`src/rtl/hbp_pkg.sv`:
```
// ---------------------------------------------------------------------------
// Halo box partitioner package
// Sizes, payload layouts and controller/datapath interface types.
// ---------------------------------------------------------------------------
package hbp_pkg;

  localparam int NUM_AXES   = 3;
  localparam int COORD_BITS = 16;
  localparam int AXES_USED  = (NUM_AXES < 1) ? 1 : ((NUM_AXES > 3) ? 3 : NUM_AXES);
  localparam int FIELD_W    = 16;
  localparam int AXIS_SLOTS = 3;

  typedef logic [FIELD_W-1:0] coord_t;
  typedef logic [FIELD_W:0]   coord_sum_t;
  typedef logic [1:0]         digit_t;
  typedef logic [2:0]         piece_mask_t;

  localparam digit_t DIG_LEFT   = 2'd0;
  localparam digit_t DIG_CENTER = 2'd1;
  localparam digit_t DIG_RIGHT  = 2'd2;

  localparam coord_t COORD_MASK = (COORD_BITS >= FIELD_W) ? {FIELD_W{1'b1}} :
                                  coord_t'((33'd1 << COORD_BITS) - 33'd1);

  // first member sits in the highest bits
  typedef struct packed {
    logic [AXIS_SLOTS-1:0][FIELD_W-1:0] start;
    logic [AXIS_SLOTS-1:0][FIELD_W-1:0] size;
    logic [AXIS_SLOTS-1:0][FIELD_W-1:0] outer;
  } box_t;

  typedef struct packed {
    logic [AXIS_SLOTS-1:0][FIELD_W-1:0] size;
    logic [AXIS_SLOTS-1:0][FIELD_W-1:0] start;
  } seg_t;

  typedef struct packed {
    logic load;
    logic advance;
    logic emit;
  } hbp_cmd_t;

  typedef struct packed {
    logic box_err;
    logic seg_valid;
    logic walk_done;
  } hbp_stat_t;

endpackage

```
`src/rtl/hbp_datapath.sv`:
```
// ---------------------------------------------------------------------------
// Halo box partitioner datapath
// Box registers, cut points, piece masks, base-3 piece counter, result register.
// ---------------------------------------------------------------------------
module hbp_datapath (
  input  logic              clk,
  input  hbp_pkg::box_t     box_in,
  input  hbp_pkg::hbp_cmd_t cmd,
  output hbp_pkg::hbp_stat_t stat,
  output hbp_pkg::seg_t     seg_out,
  output logic              seg_last,
  output logic              seg_err
);
  import hbp_pkg::*;

  coord_t      outer     [AXIS_SLOTS];
  coord_t      start     [AXIS_SLOTS];
  coord_t      size      [AXIS_SLOTS];
  coord_t      cut_end   [AXIS_SLOTS];
  piece_mask_t mask      [AXIS_SLOTS];
  digit_t      digit     [AXIS_SLOTS];
  logic        box_err;

  coord_t      outer_next   [AXIS_SLOTS];
  coord_t      start_next   [AXIS_SLOTS];
  coord_t      size_next    [AXIS_SLOTS];
  coord_sum_t  end_sum      [AXIS_SLOTS];
  piece_mask_t mask_next    [AXIS_SLOTS];
  digit_t      digit_next   [AXIS_SLOTS];
  logic        box_err_next;

  seg_t        seg_cur;
  logic        cur_valid;
  logic        cur_last;
  logic        all_right;
  logic        any_empty;
  logic        carry;
  digit_t      hi_digit;

  always_comb begin
    box_err_next = 1'b0;
    for (int a = 0; a < AXIS_SLOTS; a++) begin
      if (a < AXES_USED) begin
        outer_next[a] = box_in.outer[a] & COORD_MASK;
        start_next[a] = box_in.start[a] & COORD_MASK;
        size_next[a]  = box_in.size[a] & COORD_MASK;
      end else begin
        outer_next[a] = '0;
        start_next[a] = '0;
        size_next[a]  = '0;
      end
      end_sum[a] = {1'b0, start_next[a]} + {1'b0, size_next[a]};
      if (end_sum[a] > {1'b0, outer_next[a]}) begin
        box_err_next = 1'b1;
      end
      if (a < AXES_USED) begin
        mask_next[a] = {end_sum[a] != {1'b0, outer_next[a]},
                        size_next[a] != '0,
                        start_next[a] != '0};
      end else begin
        mask_next[a] = 3'b001;
      end
    end
  end

  always_comb begin
    cur_valid = 1'b1;
    cur_last  = 1'b1;
    all_right = 1'b1;
    any_empty = 1'b0;
    seg_cur   = '0;
    for (int a = 0; a < AXIS_SLOTS; a++) begin
      hi_digit = mask[a][2] ? DIG_RIGHT : (mask[a][1] ? DIG_CENTER : DIG_LEFT);
      if (!mask[a][digit[a]]) cur_valid = 1'b0;
      if (digit[a] != hi_digit) cur_last = 1'b0;
      if (mask[a] == '0) any_empty = 1'b1;
      if (a < AXES_USED && digit[a] != DIG_RIGHT) all_right = 1'b0;
      unique case (digit[a])
        DIG_LEFT: begin
          seg_cur.start[a] = '0;
          seg_cur.size[a]  = start[a];
        end
        DIG_CENTER: begin
          seg_cur.start[a] = start[a];
          seg_cur.size[a]  = size[a];
        end
        default: begin
          seg_cur.start[a] = cut_end[a];
          seg_cur.size[a]  = outer[a] - cut_end[a];
        end
      endcase
    end
  end

  // base-3 increment, highest used axis least significant
  always_comb begin
    carry = 1'b1;
    for (int a = AXIS_SLOTS - 1; a >= 0; a--) begin
      digit_next[a] = digit[a];
      if (a < AXES_USED && carry) begin
        if (digit[a] == DIG_RIGHT) begin
          digit_next[a] = DIG_LEFT;
        end else begin
          digit_next[a] = digit[a] + 2'd1;
          carry = 1'b0;
        end
      end
    end
  end

  assign stat.box_err   = box_err;
  assign stat.seg_valid = cur_valid;
  assign stat.walk_done = all_right || any_empty;

  always_ff @(posedge clk) begin
    if (cmd.load) begin
      box_err <= box_err_next;
      for (int a = 0; a < AXIS_SLOTS; a++) begin
        outer[a]   <= outer_next[a];
        start[a]   <= start_next[a];
        size[a]    <= size_next[a];
        cut_end[a] <= end_sum[a][FIELD_W-1:0];
        mask[a]    <= mask_next[a];
        digit[a]   <= DIG_LEFT;
      end
    end else if (cmd.advance) begin
      for (int a = 0; a < AXIS_SLOTS; a++) begin
        digit[a] <= digit_next[a];
      end
    end
    if (cmd.emit) begin
      seg_out  <= box_err ? '0 : seg_cur;
      seg_last <= box_err || cur_last;
      seg_err  <= box_err;
    end
  end

endmodule

```
`src/rtl/hbp_ctrl.sv`:
```
// ---------------------------------------------------------------------------
// Halo box partitioner controller
// Accepts a box, steps the piece walk and owns the result valid flag.
// ---------------------------------------------------------------------------
module hbp_ctrl (
  input  logic               clk,
  input  logic               rst,
  input  logic               in_valid,
  output logic               in_ready,
  output logic               out_valid,
  input  logic               out_ready,
  input  hbp_pkg::hbp_stat_t stat,
  output hbp_pkg::hbp_cmd_t  cmd
);
  import hbp_pkg::*;

  typedef enum logic {S_IDLE, S_WALK} state_t;

  state_t state;
  logic   can_adv;
  logic   done;

  assign in_ready    = (state == S_IDLE);
  assign can_adv     = !out_valid || out_ready;
  assign done        = stat.box_err || stat.walk_done;
  assign cmd.load    = in_ready && in_valid;
  assign cmd.advance = (state == S_WALK) && can_adv;
  assign cmd.emit    = cmd.advance && (stat.box_err || stat.seg_valid);

  always_ff @(posedge clk) begin
    if (rst) begin
      state     <= S_IDLE;
      out_valid <= 1'b0;
    end else begin
      unique case (state)
        S_IDLE: begin
          if (in_valid) state <= S_WALK;
        end
        S_WALK: begin
          if (cmd.advance && done) state <= S_IDLE;
        end
        default: state <= S_IDLE;
      endcase
      if (cmd.emit) begin
        out_valid <= 1'b1;
      end else if (out_ready) begin
        out_valid <= 1'b0;
      end
    end
  end

endmodule

```
`src/rtl/halo_box_partitioner.sv`:
```
// ---------------------------------------------------------------------------
// Halo box partitioner
// Cuts each axis of a box into left, centre and right pieces and streams
// every non-empty sub-box, or one error transaction if the inner box spills.
// Throughput: the base-3 piece counter visits all 27 pieces at one per cycle
// while the output is not stalled, and a new box is accepted only after the
// walk ends; an error or empty box ends the walk at its first step.
// Reset: synchronous; clears the controller state and the result valid flag.
// ---------------------------------------------------------------------------
module halo_box_partitioner (
  input  logic         clk,
  input  logic         rst,
  input  logic         s_tvalid,
  output logic         s_tready,
  // outer_size_a0..a2, inner_size_a0..a2, inner_start_a0..a2
  input  logic [143:0] s_tdata,
  output logic         m_tvalid,
  input  logic         m_tready,
  // seg_start_a0..a2, seg_size_a0..a2
  output logic [95:0]  m_tdata,
  output logic         m_tlast,
  // box_error
  output logic [0:0]   m_tuser
);
  import hbp_pkg::*;

  hbp_cmd_t  cmd;
  hbp_stat_t stat;
  seg_t      seg;

  hbp_ctrl u_ctrl (
    .clk       (clk),
    .rst       (rst),
    .in_valid  (s_tvalid),
    .in_ready  (s_tready),
    .out_valid (m_tvalid),
    .out_ready (m_tready),
    .stat      (stat),
    .cmd       (cmd)
  );

  hbp_datapath u_dp (
    .clk      (clk),
    .box_in   (box_t'(s_tdata)),
    .cmd      (cmd),
    .stat     (stat),
    .seg_out  (seg),
    .seg_last (m_tlast),
    .seg_err  (m_tuser[0])
  );

  assign m_tdata = seg;

endmodule

```
`config.mk`:
```
export PLATFORM = sky130hd
export DESIGN_NAME = halo_box_partitioner
export DESIGN_NICKNAME = d
export VERILOG_FILES = /design/src/rtl/hbp_pkg.sv /design/src/rtl/hbp_datapath.sv /design/src/rtl/hbp_ctrl.sv /design/src/rtl/halo_box_partitioner.sv
export SDC_FILE = /design/constraint.sdc
export NUM_CORES = 1
export LEC_CHECK = 0
export BUFFER_PORTS_ARGS = -buffer_cell sky130_fd_sc_hd__buf_2
export CAP_MARGIN = 10
export CORE_ASPECT_RATIO = 1.1
export CORE_MARGIN = 3
export CORE_UTILIZATION = 52
export DETAILED_ROUTE_END_ITERATION = 8
export PLACE_DENSITY = 0.85
export SYNTH_ARGS = -nofsm -noshare
export SYNTH_HDL_FRONTEND = slang
export SYNTH_SLANG_ARGS = --single-unit
```
`constraint.sdc`:
```
create_clock -name clk -period 6.4 [get_ports clk]
set_input_delay 1.28 -clock clk [delete_from_list [all_inputs] [get_ports clk]]
set_output_delay 1.28 -clock clk [all_outputs]
set_load 0.005 [all_outputs]
```
==> results of run 1 <==
==> layout make-up <==
cell class                      count  share of cell area (%)
Sequential cell                   308                    47.1
Multi-Input combinational cell    982                    35.4
Timing Repair Buffer              258                    6.73
Clock buffer                       44                    4.86
Tap cell                          420                    2.68
Inverter                          132                    2.55
Clock inverter                     18                   0.728
==> layer usage <==
layer | part of all wire [%] | wire length (microns) | vias to the layer above
li1 | - | - | 6029
met1 | 37 | 16300 | 6210
met2 | 49 | 21900 | 760
met3 | 9.2 | 4080 | 154
met4 | 4.4 | 1950 | 10
met5 | 0.14 | 63 | -
==> logic make-up (layout without fill, tap and decap cells) <==
group                    count (synthesis)  in the layout  share of synthesized area, %
AO/OA/AOI/OAI                          354            354                          13.6
XOR/XNOR                                67             67                          3.49
adder cells (fa/ha/maj)                156            156                          11.9
buffers and inverters                  172            452                          3.84
flip-flops                             308            308                          55.0
multiplexers                             3              3                         0.179
AND/OR/NAND/NOR                        402            402                          12.0
==> power by group through the flow <==
stage          clock network, mW  registers [mW]  logic, mW
3_3_place_gp                   0            2.51       1.18
5_1_grt                     2.04            2.49       1.39
2_1_floorplan                  0            2.53      0.838
3_5_place_dp                   0            2.52       1.22
6_report                    1.94            2.48       1.26
4_1_cts                     1.97            2.48       1.24
==> final timing paths <==
check                                 from  slack (ns)                             end  cells past startpoint
max                            s_tdata[80]        1.62      u_dp.box_err$_SDFFCE_PP1P_                     17
min                u_ctrl.state$_SDFF_PP0_        0.55         u_ctrl.state$_SDFF_PP0_                      2
max reg2reg  u_dp.cut_end[0][34]$_DFFE_PP_        3.01  u_dp.seg_out[94]$_SDFFCE_PP0P_                     10
min reg2reg        u_ctrl.state$_SDFF_PP0_        0.55         u_ctrl.state$_SDFF_PP0_                      2
==> stage by stage <==
| stage | utilization (%) | power, mW | area, sq um | std cells |
|---|---|---|---|---|
| 3_5_place_dp | 58.5 | 3.74 | 18500 | 2100 |
| 5_1_grt | 61.9 | 5.92 | 19600 | 2162 |
| 2_1_floorplan | - | 3.37 | 16800 | 1462 |
| 4_1_cts | 61.9 | 5.69 | 19600 | 2162 |
| 6_report | 61.9 | 5.68 | 19600 | 2162 |
| 3_3_place_gp | 58.5 | 3.69 | 18500 | 2100 |
==> worst max-delay path, stage by stage <==
cell	delay, ns
sky130_fd_sc_hd__buf_2	0.13
sky130_fd_sc_hd__ha_1	0.23
sky130_fd_sc_hd__fa_1	0.41
sky130_fd_sc_hd__a21oi_1	0.20
sky130_fd_sc_hd__o211ai_1	0.14
sky130_fd_sc_hd__or4_1	0.45
sky130_fd_sc_hd__a41oi_1	0.43
sky130_fd_sc_hd__o21ai_1	0.17
sky130_fd_sc_hd__a21o_1	0.20
sky130_fd_sc_hd__a21oi_1	0.16
sky130_fd_sc_hd__xnor2_1	0.17
sky130_fd_sc_hd__ha_1	0.29
sky130_fd_sc_hd__o211ai_1	0.11
sky130_fd_sc_hd__a41oi_1	0.06
sky130_fd_sc_hd__o21ai_0	0.27
sky130_fd_sc_hd__o221a_2	0.23
sky130_fd_sc_hd__nand4b_1	0.09
==> sequential cells by signal (all words and copies together) (netlist names) <==
| signal | count |
|---|---|
| u_dp.size | 48 |
| u_dp.outer | 48 |
| u_dp.start | 48 |
| u_ctrl.out_valid | 1 |
| u_dp.cut_end | 48 |
| u_ctrl.state | 1 |
| u_dp.digit | 6 |
| u_dp.seg_err | 1 |
| u_dp.box_err | 1 |
| u_dp.mask | 9 |
| u_dp.seg_last | 1 |
| u_dp.seg_out | 96 |
==> placed cells by master (no fill, tap or decap), drive strengths merged, types with 12 or more instances in the layout <==
cell / n
nand3: 28
nand2: 43
o21ai: 46
nor2b: 17
ha: 150
o21a: 16
inv: 132
edfxtp: 306
a22oi: 53
nand4: 16
and3: 16
xor2: 25
a21oi: 122
buf: 258
xnor2: 42
nor2: 131
or3: 15
nor4: 32
clkbuf: 44
a21o: 30
clkinv: 15
nor3: 70
o31ai: 12
==> impl_summary.txt, run 1 <==
----------------------------------------------------
[Status]
  Status ... finished clean

[Final layout]
  Multi-input gate area in the final layout ... 0.00693 sq mm
  Area overhead of the layout relative to synthesis ... 16.7%
  Share of post-route cells with drive strength above 1 ... 18.1%
  Final Net Count ... 2,021
  Register Area ... 0.00923 sq mm
  # diodes ... 0
  Filler cell count in the final layout ... 2,424

[Power]
  Reported leakage power ... 8.12 nW
  Power per standard cell area ... 290 mW/mm^2
  Maximum ir drop on the vdd rail ... 0.000215 V
  Switching fraction of total power ... 28.8%
  Part of the total power dissipated in combinational logic ... 22.1%
  Share of total power in sequential cells ... 43.7%
  Internal power summed over all cells ... 4.04 mW
  Switching power total ... 1.64 mW
  Clock network fraction of total power ... 34.2%

[Clock tree]
  Number of buffers inserted during clock tree synthesis ... 35
  CTS sink cnt ... 308
  Clock transition at path regs ... 0.06 ns
  Level count of the clock H-tree ... 2
  Maximum clock path buffer count ... 3
  Buffer count from post-CTS setup fixing ... 0
  Clock network latency to the later pin of the worst-skew pair ... 0.52 ns
  TritonCTS clock tree ... done
  CTS resizes ... 0
  Hold_buf cts ... 0
  Buffer type at the clock tree root ... sky130_fd_sc_hd__clkbuf_16

[Detailed routing]
  Final routed DRC violation total ... 0
  Remaining number of nets flagged by the antenna check after routing ... 0
  Routed vias ... 13,200
  Via/cell ratio ... 6.09
  Starting DRT DRC Count ... 1,390
  Routed Wire Length ... 44.3 mm
  Number of iterations in the first detailed-routing pass ... 8
  Detailed-route wire length per cell ... 20.5 microns

[Yosys]
  Most frequent cells after synthesis ... sky130_fd_sc_hd__edfxtp_1 (306), sky130_fd_sc_hd__ha_1 (150), sky130_fd_sc_hd__inv_1 (131), sky130_fd_sc_hd__nor2_1 (131), sky130_fd_sc_hd__a21oi_1 (122)
  Syn Std Cell Area ... 0.0168 sq mm
  Dominant cells by area after synthesis ... sky130_fd_sc_hd__edfxtp_1 (55%), sky130_fd_sc_hd__ha_1 (11%), sky130_fd_sc_hd__a21oi_1 (3.6%)
  Gate count after technology mapping ... 1,462
  Top-count cell post-synth ... sky130_fd_sc_hd__edfxtp_1
  Dominant cell type by area after synthesis ... sky130_fd_sc_hd__edfxtp_1
  Post-synth EDFFs ... 306
  Register area share after synthesis ... 55.0%
  Post-synthesis net count ... 1,766
  Count of state elements after synthesis ... 308
  Post-synth ARST share ... 0%
  Main flop type after synthesis ... sky130_fd_sc_hd__edfxtp_1
  Synth cell types ... 66
  Synth warn ... 0
  Area share of the largest cell type after synthesis ... 54.7%
  Syn Area/Cell ... 11.5 sq um

[Timing]
  Worst-case setup margin in the final layout ... 1.62 ns
  TNS Setup ... 0 ns
  Total count of hold-check failures in the final report ... 0
  Hold Worst Slack ... 0.549 ns
  Maximum clock frequency ... 209 MHz
  Final-report setup violation count ... 0
  Time the worst path needs with I/O delays and setup ... 4.78 ns
  Max-slew violations ... 0
  Relative slew slack ... 22.2%
  Tcrit/Tclk final ... 74.7%
  Worst Tran Pin Value ... 1.17 ns
  Final clock skew ... 0.0144 ns
  RSZ-0062 raised after global routing ... no

[Global route]
  Remaining Overflow, GRT ... 0
  Met1 Use GR ... 30.8%
  Wire length of the first global-routing pass ... 68.1 mm
  Largest net degree at the start of global routing ... 110
  Number of antenna violations at the first check in global routing ... 5
  Most heavily used metal layer in global routing ... met2
  Met2 global-route usage ... 42.8%
  Total routing resource utilization after global routing ... 24.9%
  Number of global-route vias before repair ... 12,900
  GRT met3 Usage ... 4.63%

[Hold path]
  Worst hold-check path type ... reg -> reg

[Worst setup path]
  Nature of the critical path startpoint ... input pin
  Arrival @ worst endpoint ... 5.03 ns
  Setup Crit Path Kind ... in -> reg
  Kind of end point of the critical path ... register
  Required time of the critical path ... 6.65 ns
  Crit path max fanout ... 3

[Floorplan]
  DIE WIDTH ... 177 microns
  Site row count ... 68
  Floorplan Core Area ... 0.0317 sq mm
  Top-level port count ... 248
  Initial core utilization ... 53.1%
  Die area ... 0.0345 sq mm
  Die span in y ... 194 microns

[Placed design]
  IO Port Bufs ... 247
  Setup slack at placement ... 1.11 ns
  Detailed Place HPWL ... 32.3 mm
  Routability congestion estimate ... 0.948

[Run]
  Maximum capacitance violations ... 0

----------------------------------------------------
Power figures use the tool's default switching activity.
==> run 2: changes to the inputs <==
--- a/config.mk
+++ b/config.mk
@@ -9,7 +9,7 @@
 export CAP_MARGIN = 10
 export CORE_ASPECT_RATIO = 1.1
 export CORE_MARGIN = 3
-export CORE_UTILIZATION = 52
+export CORE_UTILIZATION = 55
 export DETAILED_ROUTE_END_ITERATION = 8
 export PLACE_DENSITY = 0.85
 export SYNTH_ARGS = -nofsm -noshare
==> constraint.sdc (replaced) <==
create_clock -name clk -period 4.8 [get_ports clk]
set_input_delay 0.96 -clock clk [delete_from_list [all_inputs] [get_ports clk]]
set_output_delay 0.96 -clock clk [all_outputs]
set_load 0.005 [all_outputs]
==> run 2 against run 1 <==
Largest cell class unchanged. Clock power up 41%. Critical path depth unchanged. Utilization is 4.2 points higher. Combinational power is 33% higher. Power rose by 36%. Wire length shrank 3.8%. Cell count shrank 0.46%. Clock skew rose by 0.012 ns. Via count fell by 2.0%.
==> impl_summary.txt, run 2 (synthesized netlist as in run 1, its figures left out) <==
----------------------------------------------------
[Status]
  Status ... finished clean

[Clock tree]
  Number of buffers inserted during clock tree synthesis ... 34 (-2.9%)
  Clock transition at path regs ... 0.06 ns (about the same)
  Clock network latency to the later pin of the worst-skew pair ... 0.51 ns (about the same)
  Hold_buf cts ... 0 (unchanged)
  Buffer count from post-CTS setup fixing ... 0 (unchanged)
  Maximum clock path buffer count ... 3 (unchanged)
  CTS sink cnt ... 308 (unchanged)
  CTS resizes ... 0 (unchanged)
  Level count of the clock H-tree ... 2 (unchanged)
  Buffer type at the clock tree root ... sky130_fd_sc_hd__clkbuf_16
  TritonCTS clock tree ... done

[Floorplan]
  Die area ... 0.0327 sq mm (-5.3%)
  Die span in y ... 189 microns (-2.7%)
  Initial core utilization ... 56.3% (+3.3 points)
  Site row count ... 66 (-2.9%)
  Top-level port count ... 248 (unchanged)
  Floorplan Core Area ... 0.0298 sq mm (-5.8%)
  DIE WIDTH ... 173 microns (-2.7%)

[Hold path]
  Worst Hold Path EP ... u_ctrl.state$_SDFF_PP0_
  Hold_sp ... u_ctrl.state$_SDFF_PP0_
  Count of cells along the worst hold path ... 2 (unchanged)
  Worst hold-check path type ... reg -> reg

[Worst setup path]
  Max stage delay on crit path ... 0.44 ns (about the same)
  Critical Path, Cell by Cell ... buf_2, ha_1, fa_1, a21oi_1, o211ai_1, or4_1, a41oi_1, buf_4, xnor2_1, ha_1, a21oi_1, nor2b_1, o21ai_0, a41oi_1, o21ai_0, o221a_2, nand4b_1
  Worst Reg2Reg Path Length in Cells ... 10 (unchanged)
  Nature of the critical path startpoint ... input pin
  Crit path max fanout ... 3 (unchanged)
  Slowest stage cell, crit path ... sky130_fd_sc_hd__or4_1
  Start of the worst register-to-register path ... u_dp.cut_end[0][34]$_DFFE_PP_
  Required time of the critical path ... 5.02 ns (-1.63 ns)
  Flop-to-flop setup slack ... 1.58 ns (-1.43 ns)
  Gate family responsible for the most delay along the worst path ... compound AO/OA/AOI/OAI gates
  Setup Crit Path Kind ... in -> reg
  Kind of end point of the critical path ... register
  Arrival @ worst endpoint ... 4.50 ns (-0.53 ns)
  Buf+Inv Stages, Crit Path ... 2 (+1)
  Reg-to-Reg End ... u_dp.seg_out[94]$_SDFFCE_PP0P_

[Detailed routing]
  Final routed DRC violation total ... 0 (unchanged)
  Routed vias ... 12,900 (-2.0%)
  Starting DRT DRC Count ... 1,147 (-17%)
  Routed Wire Length ... 42.6 mm (-3.8%)
  Number of iterations in the first detailed-routing pass ... 5 (-3)
  Remaining number of nets flagged by the antenna check after routing ... 0 (unchanged)
  Via/cell ratio ... 6.00 (-1.5%)
  Detailed-route wire length per cell ... 19.8 microns (-3.4%)

[Timing]
  Tcrit/Tclk final ... 89.1%
  Relative slew slack ... 26.8% (+4.5 points)
  Final clock skew ... 0.0266 ns (+0.0121 ns)
  Time the worst path needs with I/O delays and setup ... 4.28 ns
  Maximum clock frequency ... 234 MHz
  Final-report setup violation count ... 0 (unchanged)
  Total count of hold-check failures in the final report ... 0 (unchanged)
  Worst Tran Pin Value ... 1.10 ns (-0.0690 ns)
  Max-slew violations ... 0 (unchanged)
  RSZ-0062 raised after global routing ... no
  TNS Setup ... 0 ns (unchanged)
  Hold Worst Slack ... 0.525 ns (-0.0233 ns)

[Final layout]
  Register Area ... 0.00923 sq mm (unchanged)
  Share of post-route cells with drive strength above 1 ... 18.6% (+0.41 points)
  Number of standard cells in the final layout excluding fillers ... 2,152 (-0.46%)
  Flip-flop count of the largest register after layout ... 96 (unchanged)
  Top reg by flops ... u_dp.seg_out
  Highest-count cells in the layout ignoring fill and taps ... sky130_fd_sc_hd__edfxtp_1 (306), sky130_fd_sc_hd__buf_2 (247), sky130_fd_sc_hd__ha_1 (150), sky130_fd_sc_hd__inv_1 (130), sky130_fd_sc_hd__nor2_1 (129)
  Area overhead of the layout relative to synthesis ... 17.3%
  Filler cell count in the final layout ... 2,208 (-8.9%)
  Final Cell Area ... 0.0197 sq mm (+0.51%)
  Multi-input gate area in the final layout ... 0.00693 sq mm (about the same)
  Final Net Count ... 2,022 (+0.049%)
  Most common cell after layout, fill and taps aside ... sky130_fd_sc_hd__edfxtp_1

[Power]
  Reported leakage power ... 8.17 nW (+0.63%)
  Power per standard cell area ... 391 mW/mm^2 (+35%)
  Maximum ir drop on the vdd rail ... 0.000264 V (+22%)

[Global route]
  Number of global-route vias before repair ... 12,600 (-2.4%)
  Total routing resource utilization after global routing ... 25.3% (+0.39 points)
  Remaining Overflow, GRT ... 0 (unchanged)
  Wire length of the first global-routing pass ... 66.2 mm (-2.8%)
  Number of antenna violations at the first check in global routing ... 5 (unchanged)
  Largest net degree at the start of global routing ... 77 (-30%)

[Run]
  Maximum capacitance violations ... 0 (unchanged)

[Placed design]
  Area after DPL ... 0.0185 sq mm (about the same)
  Routability congestion estimate ... 1.00 (+5.5%)
  Detailed Place HPWL ... 31.7 mm (-1.8%)
  IO Port Bufs ... 247 (unchanged)
  Number of instances in the placed design ... 2,090 (-0.48%)

----------------------------------------------------
==> run 2: final cells by class <==
| class | count | share of cell area, % |
|---|---|---|
| repair buffers | 260 | 6.84 |
| clock buffers | 41 | 4.71 |
| clock inverters | 18 | 1.25 |
| multi-input cells | 982 | 35.2 |
| diodes | 3 | 0.0381 |
| flip-flops and latches | 308 | 46.9 |
| inverters | 132 | 2.53 |
| well taps | 408 | 2.59 |
==> run 2: tightest hold or removal path, cell delays in order, from the launching register on <==
cell and delay (ns):
sky130_fd_sc_hd__dfxtp_1 0.33, sky130_fd_sc_hd__nor2_1 0.11, sky130_fd_sc_hd__nor3_1 0.04
==> run 2: metal layers <==
layer / GRT usage [%] / part of all wire (%)
met5: 0 / 0.080
met4: 10.3 / 4.3
met3: 3.89 / 6.5
met1: 32.1 / 40
met2: 43.9 / 49
==> run 2: worst max path at each step <==
stage / depth (start not counted) / to / slack [ns] / start
2_1_floorplan: 2 / u_dp.box_err$_SDFFCE_PP1P_ / 0.30 / s_tvalid
4_1_cts: 17 / u_dp.box_err$_SDFFCE_PP1P_ / 0.57 / s_tdata[80]
3_3_place_gp: 17 / u_dp.box_err$_SDFFCE_PP1P_ / 0.15 / s_tdata[80]
3_5_place_dp: 18 / u_dp.box_err$_SDFFCE_PP1P_ / 0.10 / s_tdata[80]
5_1_grt: 17 / u_dp.box_err$_SDFFCE_PP1P_ / 0.21 / s_tdata[80]
6_report: 17 / u_dp.box_err$_SDFFCE_PP1P_ / 0.52 / s_tdata[80]
==> run 2: power by group <==
group	leakage, nW	switching [mW]	internal (mW)
registers	2.93	0.0785	3.23
clock network	0.577	1.03	1.70
logic	4.67	1.02	0.654
==> run 2: through the flow <==
| stage | utilization [%] | power (mW) | setup WS [ns] |
|---|---|---|---|
| 3_3_place_gp | 62.1 | 4.93 | 0.151 |
| 5_1_grt | 66.1 | 8.04 | 0.208 |
| 3_5_place_dp | 62.1 | 4.99 | 0.104 |
| 4_1_cts | 66.0 | 7.72 | 0.565 |
| 2_1_floorplan | - | 4.48 | 0.295 |
| 6_report | 66.1 | 7.71 | 0.522 |
==> run 3: changes to the inputs <==
--- a/config.mk
+++ b/config.mk
@@ -14,4 +14,5 @@
 export PLACE_DENSITY = 0.85
 export SYNTH_ARGS = -nofsm -noshare
 export SYNTH_HDL_FRONTEND = slang
+export SYNTH_HIERARCHICAL = 1
 export SYNTH_SLANG_ARGS = --single-unit
==> run 3 against run 2 <==
Wire length up 2.5%. Clock-buffer cell count unchanged. Clock skew down 0.016 ns. Final area down 0.88%. Largest cell class unchanged.
==> impl_summary.txt, run 3 <==
----------------------------------------------------
[Yosys]
  Share of the synthesized netlist area taken by xor and xnor gates ... 3.74% (+0.25 points)
  Post-synthesis net count ... 1,734 (-1.8%)
  Simple-Gate Fraction of Synth Area ... 10.7% (-1.2 points)
  Gate count after technology mapping ... 1,430 (-2.2%)
  Share of synthesized area spent on multiplexers ... 0.120% (-0.058 points)
  Adder-Cell Fraction of Synth Area ... 12.0% (+0.12 points)
  Synth warn ... 6 (+6)
  Synth cell types ... 65 (-1.5%)
  Post-synth EDFFs ... 306 (unchanged)
  Area share of the largest cell type after synthesis ... 55.3% (+0.56 points)
  Count of state elements after synthesis ... 308 (unchanged)
  Syn Area/Cell ... 11.6 sq um (+1.2%)
  Fraction of the mapped netlist area in compound gates ... 14.0% (+0.40 points)
  Syn Std Cell Area ... 0.0166 sq mm (-1.0%)
  Most frequent cells after synthesis ... sky130_fd_sc_hd__edfxtp_1 (306), sky130_fd_sc_hd__ha_1 (150), sky130_fd_sc_hd__a21oi_1 (135)
  Main flop type after synthesis ... sky130_fd_sc_hd__edfxtp_1
  Dominant combinational cell family by area after synthesis ... compound AO/OA/AOI/OAI gates
  Dominant cell type by area after synthesis ... sky130_fd_sc_hd__edfxtp_1
  Register area share after synthesis ... 55.5% (+0.57 points)
  Dominant cells by area after synthesis ... sky130_fd_sc_hd__edfxtp_1 (55%), sky130_fd_sc_hd__ha_1 (11%), sky130_fd_sc_hd__a21oi_1 (4.1%)
  Post-synth ARST share ... 0% (unchanged)
  Top-count cell post-synth ... sky130_fd_sc_hd__edfxtp_1

[Global route]
  Total routing resource utilization after global routing ... 26.3% (+0.98 points)
  Largest net degree at the start of global routing ... 74 (-3.9%)
  Remaining Overflow, GRT ... 0 (unchanged)
  Number of global-route vias before repair ... 12,700 (+0.52%)
  Wire length of the first global-routing pass ... 67.0 mm (+1.2%)
  Number of antenna violations at the first check in global routing ... 3 (-2)

[Timing]
  Total count of hold-check failures in the final report ... 0 (unchanged)
  Hold Worst Slack ... 0.549 ns (+0.0238 ns)
  Final-report setup violation count ... 0 (unchanged)
  Worst Tran Pin Value ... 0.979 ns (-0.119 ns)
  Time the worst path needs with I/O delays and setup ... 4.64 ns (+0.364 ns)
  Final clock skew ... 0.0110 ns (-0.0156 ns)
  Maximum clock frequency ... 215 MHz (-7.8%)
  RSZ-0062 raised after global routing ... no
  Max-slew violations ... 0 (unchanged)
  Tcrit/Tclk final ... 96.7% (+7.6 points)
  Relative slew slack ... 34.5% (+7.8 points)

[Worst setup path]
  Nature of the critical path startpoint ... input pin
  Flop-to-flop setup slack ... 1.53 ns (-0.05 ns)
  Max stage delay on crit path ... 0.46 ns (+0.02 ns)
  Kind of end point of the critical path ... register
  Buf+Inv Stages, Crit Path ... 2 (unchanged)
  Setup Crit Path Kind ... in -> reg
  Crit path max fanout ... 3 (unchanged)
  Arrival @ worst endpoint ... 4.87 ns (+0.37 ns)
  Stages on the worst setup path ... 19 (+2)
  Critical Path, Cell by Cell ... buf_2, ha_1, inv_1, fa_1, nor2b_1, o31a_1, o21ai_1, a311oi_1, o21a_1, o21a_1, nor2_1, xnor2_1, ha_1, a2111oi_0, o21ai_0, a2111oi_2, nor4_1, a211oi_1, nand4_1
  Critical path endpoint ... u_dp/box_err$_SDFFCE_PP1P_
  Slowest stage cell, crit path ... sky130_fd_sc_hd__a2111oi_0
  Gate family responsible for the most delay along the worst path ... compound AO/OA/AOI/OAI gates
  Worst Reg2Reg Path Length in Cells ... 7 (-3)
  Timing startpoint of the critical path ... s_tdata[64]
  Required time of the critical path ... 5.03 ns (about the same)
  Start of the worst register-to-register path ... u_dp/digit[0][5]$_SDFFCE_PP0P_
  Reg-to-Reg End ... u_dp/seg_out[34]$_SDFFCE_PP0P_

[Final layout]
  Final Net Count ... 1,992 (-1.5%)
  Area overhead of the layout relative to synthesis ... 17.4%
  Share of post-route cells with drive strength above 1 ... 19.4% (+0.89 points)
  Flip-flop count of the largest register after layout ... 96 (unchanged)
  Highest-count cells in the layout ignoring fill and taps ... sky130_fd_sc_hd__edfxtp_1 (306), sky130_fd_sc_hd__buf_2 (247), sky130_fd_sc_hd__ha_1 (150), sky130_fd_sc_hd__a21oi_1 (135), sky130_fd_sc_hd__inv_1 (125)
  Most common cell after layout, fill and taps aside ... sky130_fd_sc_hd__edfxtp_1
  Top reg by flops ... u_dp/seg_out

[Power]
  Reported leakage power ... 8.07 nW (-1.3%)
  Maximum ir drop on the vdd rail ... 0.000286 V (+8.4%)
  Power per standard cell area ... 397 mW/mm^2 (+1.5%)
  Total Power ... 7.75 mW (+0.61%)

[Hold path]
  Count of cells along the worst hold path ... 2 (unchanged)
  Worst hold-check path type ... reg -> reg

[Placed design]
  Detailed Place HPWL ... 31.7 mm (-0.12%)
  IO Port Bufs ... 247 (unchanged)
  Routability congestion estimate ... 0.921 (-8.0%)

[Detailed routing]
  Remaining number of nets flagged by the antenna check after routing ... 0 (unchanged)
  Final routed DRC violation total ... 0 (unchanged)
  Starting DRT DRC Count ... 1,601 (+40%)
  Number of iterations in the first detailed-routing pass ... 6 (+1)
  Routed vias ... 12,800 (-0.88%)
  Routed Wire Length ... 43.6 mm (+2.5%)
  Detailed-route wire length per cell ... 20.9 microns (+5.7%)
  Via/cell ratio ... 6.13 (+2.2%)

[Clock tree]
  TritonCTS clock tree ... done
  Buffer count from post-CTS setup fixing ... 0 (unchanged)
  CTS sink cnt ... 308 (unchanged)
  Buffer type at the clock tree root ... sky130_fd_sc_hd__clkbuf_16
  Clock network latency to the later pin of the worst-skew pair ... 0.51 ns (about the same)
  Maximum clock path buffer count ... 3 (unchanged)
  Clock transition at path regs ... 0.06 ns (about the same)
  Number of buffers inserted during clock tree synthesis ... 34 (unchanged)
  Level count of the clock H-tree ... 2 (unchanged)
  Hold_buf cts ... 0 (unchanged)

[Floorplan]
  DIE WIDTH ... 172 microns (-0.50%)
  Die area ... 0.0323 sq mm (-0.99%)
  Site row count ... 66 (unchanged)
  Top-level port count ... 248 (unchanged)
  Floorplan Core Area ... 0.0296 sq mm (-0.55%)
  Die span in y ... 188 microns (-0.50%)
  Initial core utilization ... 56.1% (-0.26 points)

[Run]
  Maximum capacitance violations ... 0 (unchanged)

[Status]
  Status ... finished clean

----------------------------------------------------
==> run 3: area by class of cell <==
cell class | count | area (sq um)
antenna | 1 | 2.50
clock buffer | 41 | 941
clock inverter | 20 | 226
fill | 2117 | 10100
inverter | 125 | 469
multi-input combinational | 955 | 6780
sequential | 308 | 9230
tap | 374 | 468
timing repair buffer | 264 | 1410
==> run 3: worst min path at each step <==
stage	startpoint	end	slack, ns
final	u_ctrl/out_valid$_SDFFE_PP0P_	u_ctrl/out_valid$_SDFFE_PP0P_	0.55
after global routing	u_ctrl/out_valid$_SDFFE_PP0P_	u_ctrl/out_valid$_SDFFE_PP0P_	0.59
after CTS	u_ctrl/out_valid$_SDFFE_PP0P_	u_ctrl/out_valid$_SDFFE_PP0P_	0.55
after detailed placement	u_ctrl/out_valid$_SDFFE_PP0P_	u_ctrl/out_valid$_SDFFE_PP0P_	0.54
after global placement	u_ctrl/out_valid$_SDFFE_PP0P_	u_ctrl/out_valid$_SDFFE_PP0P_	0.53
after floorplan	u_dp/box_err$_SDFFCE_PP1P_	u_dp/seg_err$_DFFE_PP_	0.45
==> run 3: metrics by stage <==
step | worst slack, ns | utilization (%) | area [sq um] | TNS, ns | instances
2_1_floorplan | 0.0996 | - | 16600 | 0 | 1430
3_3_place_gp | -0.00809 | 61.8 | 18300 | -0.00809 | 2025
3_5_place_dp | -0.188 | 61.8 | 18300 | -0.188 | 2025
4_1_cts | 0.294 | 65.8 | 19500 | 0 | 2086
5_1_grt | 0.0636 | 65.9 | 19500 | 0 | 2088
6_report | 0.157 | 65.9 | 19500 | 0 | 2088
==> run 3: cell families (layout without fill, tap and decap cells) <==
group                    count (synthesis)  in the layout
XOR/XNOR                                71             71
adder cells (fa/ha/maj)                156            156
buffers and inverters                  167            450
AO/OA/AOI/OAI                          363            363
AND/OR/NAND/NOR                        363            363
other                                    0              1
multiplexers                             2              2
flip-flops                             308            308
==> run 3: layer usage <==
metal / up-vias / share of wire (%) / GRT usage, % / wire length [microns]
met5: - / 0.053 / 0 / 23
met4: 4 / 3.9 / 10.2 / 1710
met2: 733 / 49 / 44.6 / 21200
met3: 125 / 9.1 / 4.57 / 3970
met1: 6037 / 38 / 33.8 / 16700
li1: 5890 / - / - / -
==> run 3: worst min-delay path, cell delays in order (launching register included) <==
cell and delay (ns):
sky130_fd_sc_hd__dfxtp_1 0.31, sky130_fd_sc_hd__nand2b_1 0.12, sky130_fd_sc_hd__a21oi_1 0.08
==> run 3: where the power goes <==
| part | internal [mW] | total, mW | switching, mW |
|---|---|---|---|
| clock | 1.67 | 2.72 | 1.06 |
| sequential | 3.24 | 3.32 | 0.0817 |
| combinational | 0.672 | 1.71 | 1.04 |
| total | 5.57 | 7.75 | 2.18 |
==> run 3: repair_timing <==
item,CTS,global route
resized for setup,0,2
endpoints found under the setup margin,0,1
endpoints found under the hold margin,0,0
